--- src/mrt_pkg.sv ---
// Shared types, constants and arithmetic helpers of the 64-bit primality tester.
package mrt_pkg;

  localparam int XLEN          = 64;
  localparam int NUM_WITNESSES = 7;
  localparam int RW            = $clog2(XLEN);
  localparam int WW            = (NUM_WITNESSES > 1) ? $clog2(NUM_WITNESSES) : 1;
  localparam int QDEPTH        = 2;
  localparam int QPW           = $clog2(QDEPTH);
  localparam int QCW           = $clog2(QDEPTH + 1);

  localparam logic [XLEN-1:0] WITNESS [7] = '{
    64'd2, 64'd325, 64'd9375, 64'd28178, 64'd450775, 64'd9780504, 64'd1795265022
  };

  // one classified candidate, from front to back
  typedef struct packed {
    logic [XLEN-1:0] n;
    logic [XLEN-1:0] d;
    logic [RW-1:0]   r;
    logic            done;
    logic            verdict;
  } job_t;

  typedef struct packed {
    logic            start;
    logic [XLEN-1:0] a;
    logic [XLEN-1:0] b;
    logic [XLEN-1:0] n;
  } mm_req_t;

  typedef struct packed {
    logic            busy;
    logic            done;
    logic [XLEN-1:0] res;
  } mm_rsp_t;

  // (a + b) mod n for a, b < n
  function automatic logic [XLEN-1:0] add_mod(input logic [XLEN-1:0] a,
                                              input logic [XLEN-1:0] b,
                                              input logic [XLEN-1:0] n);
    logic [XLEN-1:0] room;
    room = n - b;
    return (a >= room) ? (a - room) : (a + b);
  endfunction

  // reduce 0..5 mod 3
  function automatic logic [1:0] fold3(input logic [2:0] v);
    logic [2:0] t;
    t = (v >= 3'd3) ? (v - 3'd3) : v;
    return t[1:0];
  endfunction

endpackage

--- src/mrt_if.sv ---
// Valid/ready channel interfaces for candidates and verdicts.
interface mrt_in_if;
  logic                     valid;
  logic                     ready;
  logic [mrt_pkg::XLEN-1:0] candidate;
  modport source(output valid, candidate, input ready);
  modport sink(input valid, candidate, output ready);
endinterface

interface mrt_out_if;
  logic valid;
  logic ready;
  logic is_prime;
  modport source(output valid, is_prime, input ready);
  modport sink(input valid, is_prime, output ready);
endinterface

--- src/miller_rabin_prime_test_64.sv ---
// Deterministic 64-bit Miller-Rabin primality tester, top level.
//
// req (sink): one 64-bit unsigned candidate per word, valid/ready.
// rsp (source): one is_prime word per candidate, in order of acceptance.
// The front end takes a candidate, finds n mod 3 and the split
// n-1 = d*2^r, then queues the classified job (two entries). The back
// end settles small cases as it pops them; otherwise it runs seven
// witnesses on one bit-serial modular multiplier. A full test needs up
// to 7 * (1 + 2*63) products, since d and r share the 64 bits of n-1;
// a composite usually needs far fewer. Front and back overlap on
// different candidates.
// The verdict sits in an output register; while the receiver stalls, the
// back end holds it and waits, and the front end keeps filling the queue.
// Synchronous reset empties the queue and returns both ends to idle; no
// other state is kept between candidates.
module miller_rabin_prime_test_64 (
  input  logic        clk,
  input  logic        rst,
  mrt_in_if.sink      req,
  mrt_out_if.source   rsp
);
  mrt_pkg::job_t    f_job, q_job;
  mrt_pkg::mm_req_t mm_req;
  mrt_pkg::mm_rsp_t mm_rsp;
  logic             push, pop, q_full, q_valid;

  mrt_front u_front (
    .clk, .rst, .req, .q_full, .push, .job(f_job)
  );

  mrt_queue u_queue (
    .clk, .rst, .push, .wdata(f_job), .pop, .rdata(q_job), .full(q_full), .valid(q_valid)
  );

  mrt_mulmod u_mulmod (
    .clk, .rst, .req(mm_req), .rsp(mm_rsp)
  );

  mrt_back u_back (
    .clk, .rst, .q_valid, .job(q_job), .pop, .mm_req, .mm_rsp, .rsp
  );

  a_push_room: assert property (@(posedge clk) disable iff (rst) push |-> !q_full)
    else $error("job pushed into full queue");
  a_pop_data: assert property (@(posedge clk) disable iff (rst) pop |-> q_valid)
    else $error("job popped from empty queue");
  a_mm_idle: assert property (@(posedge clk) disable iff (rst) mm_req.start |-> !mm_rsp.busy)
    else $error("multiplier started while busy");
  a_mm_range: assert property (@(posedge clk) disable iff (rst)
    mm_rsp.done |-> (mm_rsp.res < mm_req.n))
    else $error("modular product not reduced");
endmodule

--- src/mrt_front.sv ---
// Front end: accepts a candidate, finds n mod 3 and n-1 = d*2^r, classifies.
module mrt_front (
  input  logic           clk,
  input  logic           rst,
  mrt_in_if.sink         req,
  input  logic           q_full,
  output logic           push,
  output mrt_pkg::job_t  job
);
  localparam int DIGITS = mrt_pkg::XLEN / 2;
  localparam int CW     = $clog2(DIGITS + 1);

  typedef enum logic [1:0] {F_IDLE, F_SCAN, F_PUSH} state_t;

  state_t                   state;
  logic [mrt_pkg::XLEN-1:0] n, s, d;
  logic [mrt_pkg::RW-1:0]   r;
  logic [1:0]               m3;
  logic [CW-1:0]            cnt;
  logic                     mod_done, tz_done;

  assign req.ready = (state == F_IDLE);
  assign push      = (state == F_PUSH) && !q_full;
  assign mod_done  = (cnt == CW'(DIGITS));
  assign tz_done   = d[0] || (d == '0);

  always_comb begin
    job.n       = n;
    job.d       = d;
    job.r       = r;
    job.done    = 1'b1;
    job.verdict = 1'b0;
    priority if (n < mrt_pkg::XLEN'(2)) begin
      job.verdict = 1'b0;
    end else if (!n[0]) begin
      job.verdict = (n == mrt_pkg::XLEN'(2));
    end else if (m3 == 2'd0) begin
      job.verdict = (n == mrt_pkg::XLEN'(3));
    end else if (n < mrt_pkg::XLEN'(9)) begin
      job.verdict = 1'b1;
    end else begin
      job.done = 1'b0;
    end
  end

  always_ff @(posedge clk) begin
    if (rst) begin
      state <= F_IDLE;
    end else begin
      unique case (state)
        F_IDLE: begin
          if (req.valid) begin
            n     <= req.candidate;
            s     <= req.candidate;
            d     <= req.candidate - mrt_pkg::XLEN'(1);
            r     <= '0;
            m3    <= '0;
            cnt   <= '0;
            state <= F_SCAN;
          end
        end
        F_SCAN: begin
          // 4 = 1 mod 3, so base-4 digits simply add up
          if (!mod_done) begin
            m3  <= mrt_pkg::fold3({1'b0, m3} + {1'b0, s[1:0]});
            s   <= s >> 2;
            cnt <= cnt + CW'(1);
          end
          if (!tz_done) begin
            d <= d >> 1;
            r <= r + mrt_pkg::RW'(1);
          end
          if (mod_done && tz_done) state <= F_PUSH;
        end
        F_PUSH: begin
          if (!q_full) state <= F_IDLE;
        end
        default: state <= F_IDLE;
      endcase
    end
  end
endmodule

--- src/mrt_queue.sv ---
// Two-entry job queue between front and back.
module mrt_queue (
  input  logic          clk,
  input  logic          rst,
  input  logic          push,
  input  mrt_pkg::job_t wdata,
  input  logic          pop,
  output mrt_pkg::job_t rdata,
  output logic          full,
  output logic          valid
);
  mrt_pkg::job_t              mem [mrt_pkg::QDEPTH];
  logic [mrt_pkg::QPW-1:0]    wp, rp;
  logic [mrt_pkg::QCW-1:0]    count;

  assign full  = (count == mrt_pkg::QCW'(mrt_pkg::QDEPTH));
  assign valid = (count != '0);
  assign rdata = mem[rp];

  always_ff @(posedge clk) begin
    if (push) mem[wp] <= wdata;
  end

  always_ff @(posedge clk) begin
    if (rst) begin
      wp    <= '0;
      rp    <= '0;
      count <= '0;
    end else begin
      if (push) wp <= wp + mrt_pkg::QPW'(1);
      if (pop)  rp <= rp + mrt_pkg::QPW'(1);
      if (push && !pop)      count <= count + mrt_pkg::QCW'(1);
      else if (pop && !push) count <= count - mrt_pkg::QCW'(1);
    end
  end
endmodule

--- src/mrt_mulmod.sv ---
// Bit-serial modular multiplier: one bit of b per cycle, exact (a*b) mod n.
module mrt_mulmod (
  input  logic             clk,
  input  logic             rst,
  input  mrt_pkg::mm_req_t req,
  output mrt_pkg::mm_rsp_t rsp
);
  logic                     busy, done;
  logic [mrt_pkg::RW-1:0]   cnt;
  logic [mrt_pkg::XLEN-1:0] acc, a, b, n, dbl;

  assign dbl      = mrt_pkg::add_mod(acc, acc, n);
  assign rsp.busy = busy;
  assign rsp.done = done;
  assign rsp.res  = acc;

  always_ff @(posedge clk) begin
    if (rst) begin
      busy <= 1'b0;
      done <= 1'b0;
    end else begin
      done <= 1'b0;
      if (busy) begin
        acc <= b[mrt_pkg::XLEN-1] ? mrt_pkg::add_mod(dbl, a, n) : dbl;
        b   <= b << 1;
        cnt <= cnt - mrt_pkg::RW'(1);
        if (cnt == '0) begin
          busy <= 1'b0;
          done <= 1'b1;
        end
      end else if (req.start) begin
        acc  <= '0;
        a    <= req.a;
        b    <= req.b;
        n    <= req.n;
        cnt  <= '1;
        busy <= 1'b1;
      end
    end
  end
endmodule

--- src/mrt_back.sv ---
// Back end: runs the witness loop on the shared multiplier, holds the verdict.
module mrt_back (
  input  logic              clk,
  input  logic              rst,
  input  logic              q_valid,
  input  mrt_pkg::job_t     job,
  output logic              pop,
  output mrt_pkg::mm_req_t  mm_req,
  input  mrt_pkg::mm_rsp_t  mm_rsp,
  mrt_out_if.source         rsp
);
  typedef enum logic [2:0] {
    B_IDLE, B_WRED, B_POW, B_POWR, B_POWS, B_CHECK, B_SQR, B_NEXT
  } state_t;

  state_t                   state;
  logic [mrt_pkg::XLEN-1:0] n, nm1, d, x, sq, e;
  logic [mrt_pkg::RW-1:0]   r, i;
  logic [mrt_pkg::WW-1:0]   w;
  logic                     pend, ovalid, oprime, mul_state;

  assign rsp.valid    = ovalid;
  assign rsp.is_prime = oprime;
  assign pop          = (state == B_IDLE) && q_valid && (!ovalid || rsp.ready);
  assign mul_state    = (state == B_WRED) || (state == B_POWR) ||
                        (state == B_POWS) || (state == B_SQR);

  always_comb begin
    mm_req.start = mul_state && !pend;
    mm_req.n     = n;
    mm_req.a     = x;
    mm_req.b     = x;
    unique case (state)
      B_WRED: begin
        mm_req.a = mrt_pkg::XLEN'(1);
        mm_req.b = mrt_pkg::WITNESS[w];
      end
      B_POWR: mm_req.b = sq;
      B_POWS: begin
        mm_req.a = sq;
        mm_req.b = sq;
      end
      default: ;
    endcase
  end

  always_ff @(posedge clk) begin
    if (rst) begin
      state  <= B_IDLE;
      pend   <= 1'b0;
      ovalid <= 1'b0;
    end else begin
      // a settled job popped on the draining edge reloads the register instead
      if (ovalid && rsp.ready && !(pop && job.done)) ovalid <= 1'b0;
      if (mm_req.start) pend <= 1'b1;
      if (mm_rsp.done)  pend <= 1'b0;
      unique case (state)
        B_IDLE: begin
          if (pop) begin
            if (job.done) begin
              ovalid <= 1'b1;
              oprime <= job.verdict;
            end else begin
              n     <= job.n;
              nm1   <= job.n - mrt_pkg::XLEN'(1);
              d     <= job.d;
              r     <= job.r;
              w     <= '0;
              state <= B_WRED;
            end
          end
        end
        B_WRED: begin
          // witness mod n, as 1 * witness
          if (pend && mm_rsp.done) begin
            if (mm_rsp.res == '0) begin
              state <= B_NEXT;
            end else begin
              x     <= mrt_pkg::XLEN'(1);
              sq    <= mm_rsp.res;
              e     <= d;
              state <= B_POW;
            end
          end
        end
        B_POW: begin
          priority if (e == '0) state <= B_CHECK;
          else if (e[0])        state <= B_POWR;
          else                  state <= B_POWS;
        end
        B_POWR: begin
          if (pend && mm_rsp.done) begin
            x     <= mm_rsp.res;
            state <= B_POWS;
          end
        end
        B_POWS: begin
          if (pend && mm_rsp.done) begin
            sq    <= mm_rsp.res;
            e     <= e >> 1;
            state <= B_POW;
          end
        end
        B_CHECK: begin
          priority if (x == mrt_pkg::XLEN'(1) || x == nm1) begin
            state <= B_NEXT;
          end else if (r > mrt_pkg::RW'(1)) begin
            i     <= mrt_pkg::RW'(1);
            state <= B_SQR;
          end else begin
            ovalid <= 1'b1;
            oprime <= 1'b0;
            state  <= B_IDLE;
          end
        end
        B_SQR: begin
          if (pend && mm_rsp.done) begin
            x <= mm_rsp.res;
            priority if (mm_rsp.res == nm1) begin
              state <= B_NEXT;
            end else if (i + mrt_pkg::RW'(1) < r) begin
              i <= i + mrt_pkg::RW'(1);
            end else begin
              ovalid <= 1'b1;
              oprime <= 1'b0;
              state  <= B_IDLE;
            end
          end
        end
        B_NEXT: begin
          if (w == mrt_pkg::WW'(mrt_pkg::NUM_WITNESSES - 1)) begin
            ovalid <= 1'b1;
            oprime <= 1'b1;
            state  <= B_IDLE;
          end else begin
            w     <= w + mrt_pkg::WW'(1);
            state <= B_WRED;
          end
        end
        default: state <= B_IDLE;
      endcase
    end
  end
endmodule

--- src/flat_wrapper.sv ---
// flat-port wrapper written by rule: the top's interface ports become plain ports
module miller_rabin_prime_test_64_flat 
  (clk, rst, req_valid, req_candidate, req_ready, rsp_valid, rsp_is_prime, rsp_ready);
  mrt_in_if req_i ();
  mrt_out_if rsp_i ();
  input  logic clk;
  input  logic rst;
  input wire logic [$bits(req_i.valid)-1:0] req_valid;
  input wire logic [$bits(req_i.candidate)-1:0] req_candidate;
  output wire logic [$bits(req_i.ready)-1:0] req_ready;
  output wire logic [$bits(rsp_i.valid)-1:0] rsp_valid;
  output wire logic [$bits(rsp_i.is_prime)-1:0] rsp_is_prime;
  input wire logic [$bits(rsp_i.ready)-1:0] rsp_ready;
  assign req_i.valid = req_valid;
  assign req_i.candidate = req_candidate;
  assign req_ready = req_i.ready;
  assign rsp_valid = rsp_i.valid;
  assign rsp_is_prime = rsp_i.is_prime;
  assign rsp_i.ready = rsp_ready;
  miller_rabin_prime_test_64 u_core (.clk(clk), .rst(rst), .req(req_i), .rsp(rsp_i));
endmodule
--- config.mk ---
export PLATFORM = sky130hd
export DESIGN_NAME = miller_rabin_prime_test_64_flat
export DESIGN_NICKNAME = d
export VERILOG_FILES = /design/src/mrt_pkg.sv /design/src/mrt_if.sv /design/src/miller_rabin_prime_test_64.sv /design/src/mrt_front.sv /design/src/mrt_queue.sv /design/src/mrt_mulmod.sv /design/src/mrt_back.sv /design/src/flat_wrapper.sv
export SDC_FILE = /design/constraint.sdc
export NUM_CORES = 2
export LEC_CHECK = 0
export BUFFER_PORTS_ARGS = -buffer_cell sky130_fd_sc_hd__buf_4
export CORE_MARGIN = 2
export CORE_UTILIZATION = 30
export CTS_BUF_LIST = sky130_fd_sc_hd__clkbuf_16
export DETAILED_ROUTE_END_ITERATION = 10
export PLACE_DENSITY_LB_ADDON = 0.15
export SYNTH_ARGS = -nofsm -noshare
export SYNTH_HDL_FRONTEND = slang
export SYNTH_SLANG_ARGS = --single-unit
--- constraint.sdc ---
create_clock -name clk -period 15.6 [get_ports clk]
set_input_delay 1.56 -clock clk [delete_from_list [all_inputs] [get_ports clk]]
set_output_delay 1.56 -clock clk [all_outputs]
set_load 0.01 [all_outputs]
==> flow_metrics.env <==
export IMPL_cts_hold_buf=0
export IMPL_cp_arrival_ns=15.04
export IMPL_antenna_found_initial=5
export IMPL_cts_resized=0
export IMPL_synth_top_family_by_area="compound AO/OA/AOI/OAI gates"
export IMPL_syn_to_final_growth_pct=12.7
export IMPL_synth_area_leaders="edfxtp_1 51%, ha_1 6.1%, xnor2_1 4.6%"
export IMPL_dr_pass1_iters=7
export IMPL_nFillCells=22500
export IMPL_tightest_slew_ns=1.27
export IMPL_synth_seq_cells=1154
export IMPL_fp_dieH_um=476
export IMPL_critical_path_max_fanout=62
export IMPL_regMostFlops="u_core.u_queue.mem"
export IMPL_yosysTopAreaCell="edfxtp_1"
export IMPL_period_needed_ns=14.40
export IMPL_via_count=48900
export IMPL_numCtsBuffers=137
export IMPL_synth_ff_type="edfxtp_1"
export IMPL_drive_above_1_share=0.0843
export IMPL_crit_buf_inv=3
export IMPL_cpMaxStageDelayCell="nor4_1"
export IMPL_start_kind="register"
export IMPL_path_common_cell="o21ai_0"
export IMPL_ios=71
export IMPL_cts_sinks=1154
export IMPL_outcome="completed"
export IMPL_die_area_sq_mm=0.226
export IMPL_maxCapViolCount=0
export IMPL_grt_max_degree=164
export IMPL_setup_viol=0
export IMPL_synthSimpleGateAreaFrac=0.135
export IMPL_gp_congestion=0.985
export IMPL_ys_warn_count=0
export IMPL_gr_usage_all_layers=0.196
export IMPL_yosys_cell_count_top_type="edfxtp_1"
export IMPL_rsz0062_at_grt="no"
export IMPL_syn_inst=6268
export IMPL_synth_mux_area_frac=0.0243
export IMPL_finalSetupTns_ns=0
export IMPL_relSlewSlack=0.145
export IMPL_seq_area_frac_synth=0.517
export IMPL_ys_top_cells_by_count="1140 x edfxtp_1, 773 x nand2_1, 437 x a21oi_1"
export IMPL_path_class="reg2reg"
export IMPL_rows=173
export IMPL_grt_overflow=0
export IMPL_fp_dieW_um=476
export IMPL_post_cts_setup_buffers=0
export IMPL_htreeDepth=4
export IMPL_syn_area_sq_mm=0.0668
export IMPL_synth_fa_ha_area_frac=0.0646
export IMPL_slew_violations=0
export IMPL_final_antenna_net_count=0
export IMPL_period_share=0.923
export IMPL_synth_area_per_cell_sq_um=10.7
export IMPL_synth_xor_area_share=0.0749
export IMPL_regArea_sq_mm=0.0345
export IMPL_synth_nets=6665
export IMPL_nNetsFinal=6709
export IMPL_clkLatencyLatePin_ns=0.81
export IMPL_cts_buffer_depth=3
export IMPL_synth_edf_count=1140
export IMPL_clk_pin_slew_ns=0.07
export IMPL_async_flop_share=0
export IMPL_drc=0
export IMPL_design_core_area_sq_mm=0.222
export IMPL_timing_fmax_mhz=69.4
export IMPL_clockRootBuffer="clkbuf_16"
export IMPL_initial_core_util=0.301
export IMPL_wl_per_cell_um=23.9
export IMPL_synth_compound_area_frac=0.154
export IMPL_synth_top_area_frac=0.513
export IMPL_drt_iter0_markers=4368
export IMPL_endpoint_kind="register"
export IMPL_largest_reg_flops=272
export IMPL_worstPathRequired_ns=16.24
export IMPL_crit_family="simple AND/OR/NAND/NOR gates"
export IMPL_fin_skew_ns=0.0456
export IMPL_grt_pass1_vias=48000
export IMPL_cp_slowest_stage_delay_ns=0.95
export IMPL_wl_mm=225
export IMPL_viasPerCell=5.21
export IMPL_grt_pass1_wl_mm=328
export IMPL_multi_input_area_sq_mm=0.0304
export IMPL_hold_violations=0
export IMPL_numPortBuffers=70
export IMPL_hpwl_mm=172
export IMPL_cts_tree="built"
export IMPL_synth_cell_types=105
export IMPL_hold_class="reg2reg"
-- metal layers --
layer | GRT usage | up-vias | wire (um)
li1 | - | 23400 | -
met1 | 0.289 | 23900 | 109000
met2 | 0.295 | 1413 | 96300
met3 | 0.0246 | 310 | 11400
met4 | 0.0673 | 0 | 8300
met5 | 0 | - | 0
-- cells in the final DEF (no fill, tap or decap), types with 39 or more instances in the layout --
cell type / count
clkbuf_16: 140
nor3_1: 104
and3_1: 39
nor2_1: 419
a22o_1: 65
nand2_1: 773
nand4_1: 111
edfxtp_1: 1140
mux2_2: 112
nor2b_1: 39
a31oi_1: 62
nand2b_1: 74
a21o_1: 206
inv_1: 301
o21ai_0: 372
a22oi_1: 58
xnor2_1: 354
xor2_1: 217
ha_1: 325
nand3_1: 84
o21bai_1: 62
nor4_1: 133
a21oi_1: 437
buf_4: 136
-- area by class of cell --
| class | instances | share of cell area |
|---|---|---|
| Antenna cell | 5 | 0.000166 |
| Clock buffer | 140 | 0.0466 |
| Clock inverter | 108 | 0.0125 |
| Inverter | 279 | 0.0139 |
| Multi-Input combinational cell | 4601 | 0.404 |
| Sequential cell | 1154 | 0.459 |
| Tap cell | 2975 | 0.0495 |
| Timing Repair Buffer | 139 | 0.0144 |
-- stage by stage --
step | instance area (sq um) | worst slack [ns] | util | instances | hold slack (ns)
final | 75200 | 1.20 | 0.339 | 9401 | 0.409
after global routing | 75200 | 0.182 | 0.339 | 9396 | 0.422
after CTS | 75200 | 0.855 | 0.339 | 9396 | 0.413
after detailed placement | 70800 | 0.927 | 0.319 | 9148 | 0.405
after global placement | 70800 | 0.778 | 0.319 | 9148 | 0.401
after floorplan | 66800 | 3.68 | - | 6268 | 0.400
-- worst paths after layout --
kind	cells past startpoint	end	slack (ns)	from
worst max register to register	45	u_core.u_mulmod.acc[61]$_SDFFCE_PN0P_	1.20	u_core.u_mulmod.acc[0]$_SDFFCE_PN0P_
worst max-delay path	45	u_core.u_mulmod.acc[61]$_SDFFCE_PN0P_	1.20	u_core.u_mulmod.acc[0]$_SDFFCE_PN0P_
worst min register to register	0	u_core.u_mulmod.n[28]$_DFFE_PP_	0.41	u_core.u_back.n[28]$_DFFE_PP_
worst min-delay path	0	u_core.u_mulmod.n[28]$_DFFE_PP_	0.41	u_core.u_back.n[28]$_DFFE_PP_
-- cells by family after synthesis --
| family | count (synthesis) |
|---|---|
| AOI/OAI and AO/OA | 1593 |
| DFF | 1154 |
| buffers and inverters | 513 |
| and+or+nand+nor | 1944 |
| adders and majority gates | 345 |
| xor gates and xnor gates | 571 |
| muxes | 148 |
Power is not shown: default switching activity piles up to over one toggle a cycle in this logic, so the estimate is an artifact.
